<file path="src/sv/vvdr_pkg.sv">
package vvdr_pkg;

    // field widths
    localparam int VOLT_W     = 20;
    localparam int DB_W       = 17;
    localparam int DROOP_W    = 17;
    localparam int KVAR_W     = 24;
    localparam int OUT_W      = 25;
    localparam int CFG_IDX_W  = 3;
    localparam int CFG_DATA_W = 24;

    // reduced excess times rated kVAR, and one quotient bit per divider stage
    localparam int PROD_W = DROOP_W + KVAR_W;
    localparam int QUO_W  = KVAR_W;

    // configuration register indexes
    typedef enum logic [CFG_IDX_W-1:0] {
        REG_SETPOINT     = 3'd0,
        REG_OVER_DB      = 3'd1,
        REG_OVER_DROOP   = 3'd2,
        REG_OVER_RATED   = 3'd3,
        REG_UNDER_DB     = 3'd4,
        REG_UNDER_DROOP  = 3'd5,
        REG_UNDER_RATED  = 3'd6,
        REG_SYMMETRIC    = 3'd7
    } t_cfg_idx;

    // per-request data that rides alongside the divider
    typedef struct packed {
        logic              over;
        logic              active;
        logic              sat;
        logic              zero;
        logic [KVAR_W-1:0] rated;
        logic [KVAR_W-1:0] avail;
    } t_side;

endpackage

</file>
<file path="src/sv/vvdr_div.sv">
// Restoring divider, one quotient bit per pipeline stage, MSB first.
// The dividend must be below divisor * 2^QUO_W.
module vvdr_div import vvdr_pkg::*; (
    input  logic               i_clk,
    input  logic               i_rst_n,
    input  logic               i_en,
    input  logic               i_valid,
    input  logic [PROD_W-1:0]  i_rem,
    input  logic [DROOP_W-1:0] i_droop,
    input  t_side              i_side,
    output logic               o_valid,
    output logic [QUO_W-1:0]   o_quo,
    output t_side              o_side
);

    logic               r_valid [QUO_W];
    logic [PROD_W-1:0]  r_rem   [QUO_W];
    logic [QUO_W-1:0]   r_quo   [QUO_W];
    logic [DROOP_W-1:0] r_droop [QUO_W];
    t_side              r_side  [QUO_W];

    for (genvar k = 0; k < QUO_W; k++) begin : g_stage
        logic               s_valid;
        logic [PROD_W-1:0]  s_rem;
        logic [QUO_W-1:0]   s_quo;
        logic [DROOP_W-1:0] s_droop;
        t_side              s_side;
        logic [PROD_W-1:0]  s_dvs;
        logic               s_ge;
        logic [PROD_W-1:0]  n_rem;
        logic [QUO_W-1:0]   n_quo;

        // pick up the previous stage
        if (k == 0) begin : g_first
            assign s_valid = i_valid;
            assign s_rem   = i_rem;
            assign s_quo   = '0;
            assign s_droop = i_droop;
            assign s_side  = i_side;
        end else begin : g_next
            assign s_valid = r_valid[k-1];
            assign s_rem   = r_rem[k-1];
            assign s_quo   = r_quo[k-1];
            assign s_droop = r_droop[k-1];
            assign s_side  = r_side[k-1];
        end

        // trial subtract of the divisor aligned to this quotient bit
        assign s_dvs = PROD_W'(s_droop) << (QUO_W - 1 - k);
        assign s_ge  = s_rem >= s_dvs;
        assign n_rem = s_ge ? (s_rem - s_dvs) : s_rem;
        assign n_quo = {s_quo[QUO_W-2:0], s_ge};

        always_ff @(posedge i_clk) begin
            if (!i_rst_n) begin
                r_valid[k] <= 1'b0;
            end else if (i_en) begin
                r_valid[k] <= s_valid;
            end
        end

        always_ff @(posedge i_clk) begin
            if (i_en) begin
                r_rem[k]   <= n_rem;
                r_quo[k]   <= n_quo;
                r_droop[k] <= s_droop;
                r_side[k]  <= s_side;
            end
        end
    end

    assign o_valid = r_valid[QUO_W-1];
    assign o_quo   = r_quo[QUO_W-1];
    assign o_side  = r_side[QUO_W-1];

endmodule

</file>
<file path="config.mk">
export PLATFORM = sky130hd
export DESIGN_NAME = vvdr_div
export DESIGN_NICKNAME = d
export VERILOG_FILES = /design/src/sv/vvdr_pkg.sv /design/src/sv/vvdr_div.sv
export SDC_FILE = /design/constraint.sdc
export NUM_CORES = 2
export LEC_CHECK = 0
export CORE_UTILIZATION = 35
export DETAILED_ROUTE_END_ITERATION = 16
export DONT_BUFFER_PORTS = 1
export PLACE_DENSITY = 0.5
export SLEW_MARGIN = 20
export SYNTH_ARGS = -nofsm -noshare
export SYNTH_HDL_FRONTEND = slang
export SYNTH_SLANG_ARGS = --single-unit
</file>
<file path="constraint.sdc">
create_clock -name i_clk -period 6.95 [get_ports i_clk]
set_clock_uncertainty 0.05 [all_clocks]
set_input_delay 0.3475 -clock i_clk [delete_from_list [all_inputs] [get_ports i_clk]]
set_output_delay 0.3475 -clock i_clk [all_outputs]
set_load 0.005 [all_outputs]
</file>
==> metrics.md <==
| Metric | Value |
|---|---|
| Final Hold Viols | `0` |
| DRC Markers | `0` |
| Total global routing track utilization | `12.7%` |
| Core area | `337000 um^2` |
| Met2 routed WL | `100000 um` |
| Worst VDD drop | `0.212 mV` |
| # Post-CTS Setup Buffers | `0` |
| Commonest non-fill, non-tap cell in the layout | `edfxtp_1` |
| Status | `finished clean` |
| Worst Setup Start Kind | `input port` |
| Number of max-cap violations | `0` |
| WL per Instance | `17.0 um` |
| First-pass iteration count of the detailed router | `6` |
| Clock root cell | `clkbuf_16` |
| Vias per inst | `4.81` |
| Post-Syn Instances | `7725` |
| Unrepaired setup endpoints after global routing | `false` |
| First-pass GRT wire length | `347000 um` |
| Largest net degree at the start of global routing | `251` |
| Synth async-reset ratio | `0%` |
| Critical path startpoint | `i_en` |
| Syn_nets | `8270` |
| Full die area | `341000 um^2` |
| M1 WL | `101000 um` |
| Post-Route Setup TNS | `0 ps` |
| Worst slew margin | `30.4%` |
| Top sig layer | `met5` |
| Worst hold path class | `in -> reg` |
| Vias in the first global route | `62300` |
| Layout cells sized above 1 | `7.93%` |
| Antenna Nets Post-Route | `0` |
| Worst-Skew Late Latency | `900 ps` |
| Starting density of the core | `35.2%` |
| Antenna violations before repair | `6` |
| Netlist cell types | `97` |
| Die height | `584 um` |
| Total global routing overflow | `0` |
| Period utilization | `80.9%` |
| Ys flop type | `edfxtp_1` |
| IO Count | `191` |
| Routability congestion estimate | `0.887` |
| Leak | `49.1 nW` |
| Setup-failing EPs final | `0` |
| Die Wd | `584 um` |
| Avg Inst Size Synth | `15.4 um^2` |
| Mapped Area | `119000 um^2` |
| Min Tclk post-route | `5620 ps` |
| WL final | `221000 um` |
| Clk buf depth | `4` |
| Post-synth EDFFs | `2905` |
| Worst setup EP type | `register` |
| Initial DRC Count | `4719` |
| Placed Instances | `12200` |
| Syn. warnings | `0` |
| Area Overhead vs Synth | `16.1%` |
| I/O Buffers | `0` |
| Final net count | `8739` |
| Cell Count, Final, Fillers Out | `13000` |
| CP arrival | `6080 ps` |
| Post-DP HPWL | `145000 um` |
| CTS buffer count | `331` |
| Register area share after synthesis | `73.6%` |
| Max H-tree Level | `5` |
| Worst-margin pin slew | `1040 ps` |
| Worst hold start | `i_droop[10]` |
| Post_cts resized | `0` |
| Peak Freq | `178 MHz` |
| PwrDens | `372 nW/um^2` |
| Critical path fanouts, max | `197` |
| Most frequent cells in the layout | `2905 x edfxtp_1, 510 x inv_1, 453 x nand2_1` |
| Clk sinks | `2906` |
| Reg2reg start | `r_rem[1][269]` |
| Row cnt | `213` |
| WS Path Type | `in -> reg` |
| CTS tree | `yes` |
| Worst Path Required | `7410 ps` |
| Fillers | `30700` |
| Synthesized flop and latch total | `2906` |
| Clock transition at path regs | `50 ps` |
| Via count | `62400` |
| Metal3 WL | `12300 um` |
| Slew Viols, Final | `0` |
## synth_stat cells (all sizes together), types with 29 or more instances
library cell	number	area, um^2
o31a	34	298
a211oi	41	308
o21a	74	556
or4	49	368
nor2	394	1480
nor2b	79	494
a21o	151	1130
xnor2	276	2420
or3	67	419
nor3	139	711
o31ai	34	260
nand3	100	500
a21oi	372	1870
mux2	93	1050
nand2b	97	607
nand2	454	1710
buf	29	146
nor4	140	876
o21ai	368	1850
inv	513	1930
clkbuf	88	330
o21bai	40	300
ha	408	5100
xor2	270	2360
and3	49	307
edfxtp	2905	87200
nand4	67	419
a31oi	30	194
## per-stage QoR
stage	utilization, %	setup WS [ps]	hold WS [ps]	power, mW	instance area, um^2
finish	40.9	1330	112	51.2	138000
global route	40.9	939	46.5	54.0	138000
CTS	40.8	1940	4.73	52.0	137000
detailed placement	36.9	941	355	34.0	124000
global placement	36.9	634	350	33.8	124000
floorplan	-	3740	350	30.9	119000
## cell families (layout without fill, tap and decap cells)
family | count (synthesis) | after routing | synth area share [%]
compound gates | 1314 | 1314 | 6.97
xor+xnor | 546 | 546 | 4.03
fa+ha+maj | 431 | 431 | 4.69
buf+inv | 630 | 1362 | 2.03
flops | 2906 | 2906 | 73.6
mux | 99 | 99 | 0.934
other cells | 0 | 2 | 0
simple gates | 1799 | 1799 | 7.77
## cell type report
class,instances,area (um^2),area share (%)
inverter,513,1930,1.40
tap,4515,5650,4.10
sequential,2906,87300,63.4
clock buffer,397,8620,6.26
antenna,2,5.00,0.00364
timing repair buffer,253,2880,2.09
clock inverter,199,2310,1.68
multi-input combinational,4189,29000,21.1
## path summary, 6_finish.rpt
check	endpoint	slack (ps)	cells past startpoint
min reg2reg	r_side[1][308]	350	0
max	r_droop[1][7]	1330	9
max reg2reg	r_rem[1][299]	2580	9
min	r_droop[0][10]	110	1
## report_power, final
part           internal [mW]  total [mW]  switching [mW]
logic                   4.38        10.2            5.85
clock network           10.3        17.4            7.03
registers               22.2        23.7            1.41
total                   37.0        51.2            14.3
## timing repair
action / CTS / global route
hold buffers: 207 / 1
endpoints found under the setup margin: 0 / 0
endpoints found under the hold margin: 179 / 90
## state kept, by name, indices dropped and copies added (netlist names)
register and flops:
r_valid 24, r_droop 391, r_rem 943, r_quo 300, r_side 1248
## metal layers
layer,vias to the layer above,GRT usage (%)
li1,30200,-
met1,30200,17.0
met5,-,0
met2,1481,20.1
met3,437,2.70
met4,2,4.64
## worst max-delay path, cell delays in order
cell	delay (ps)
dlygate4sd3_1	610
buf_16	370
buf_16	480
buf_16	700
buf_16	420
buf_16	560
buf_16	610
buf_16	510
buf_16	480
Power figures use the tool's default switching activity.
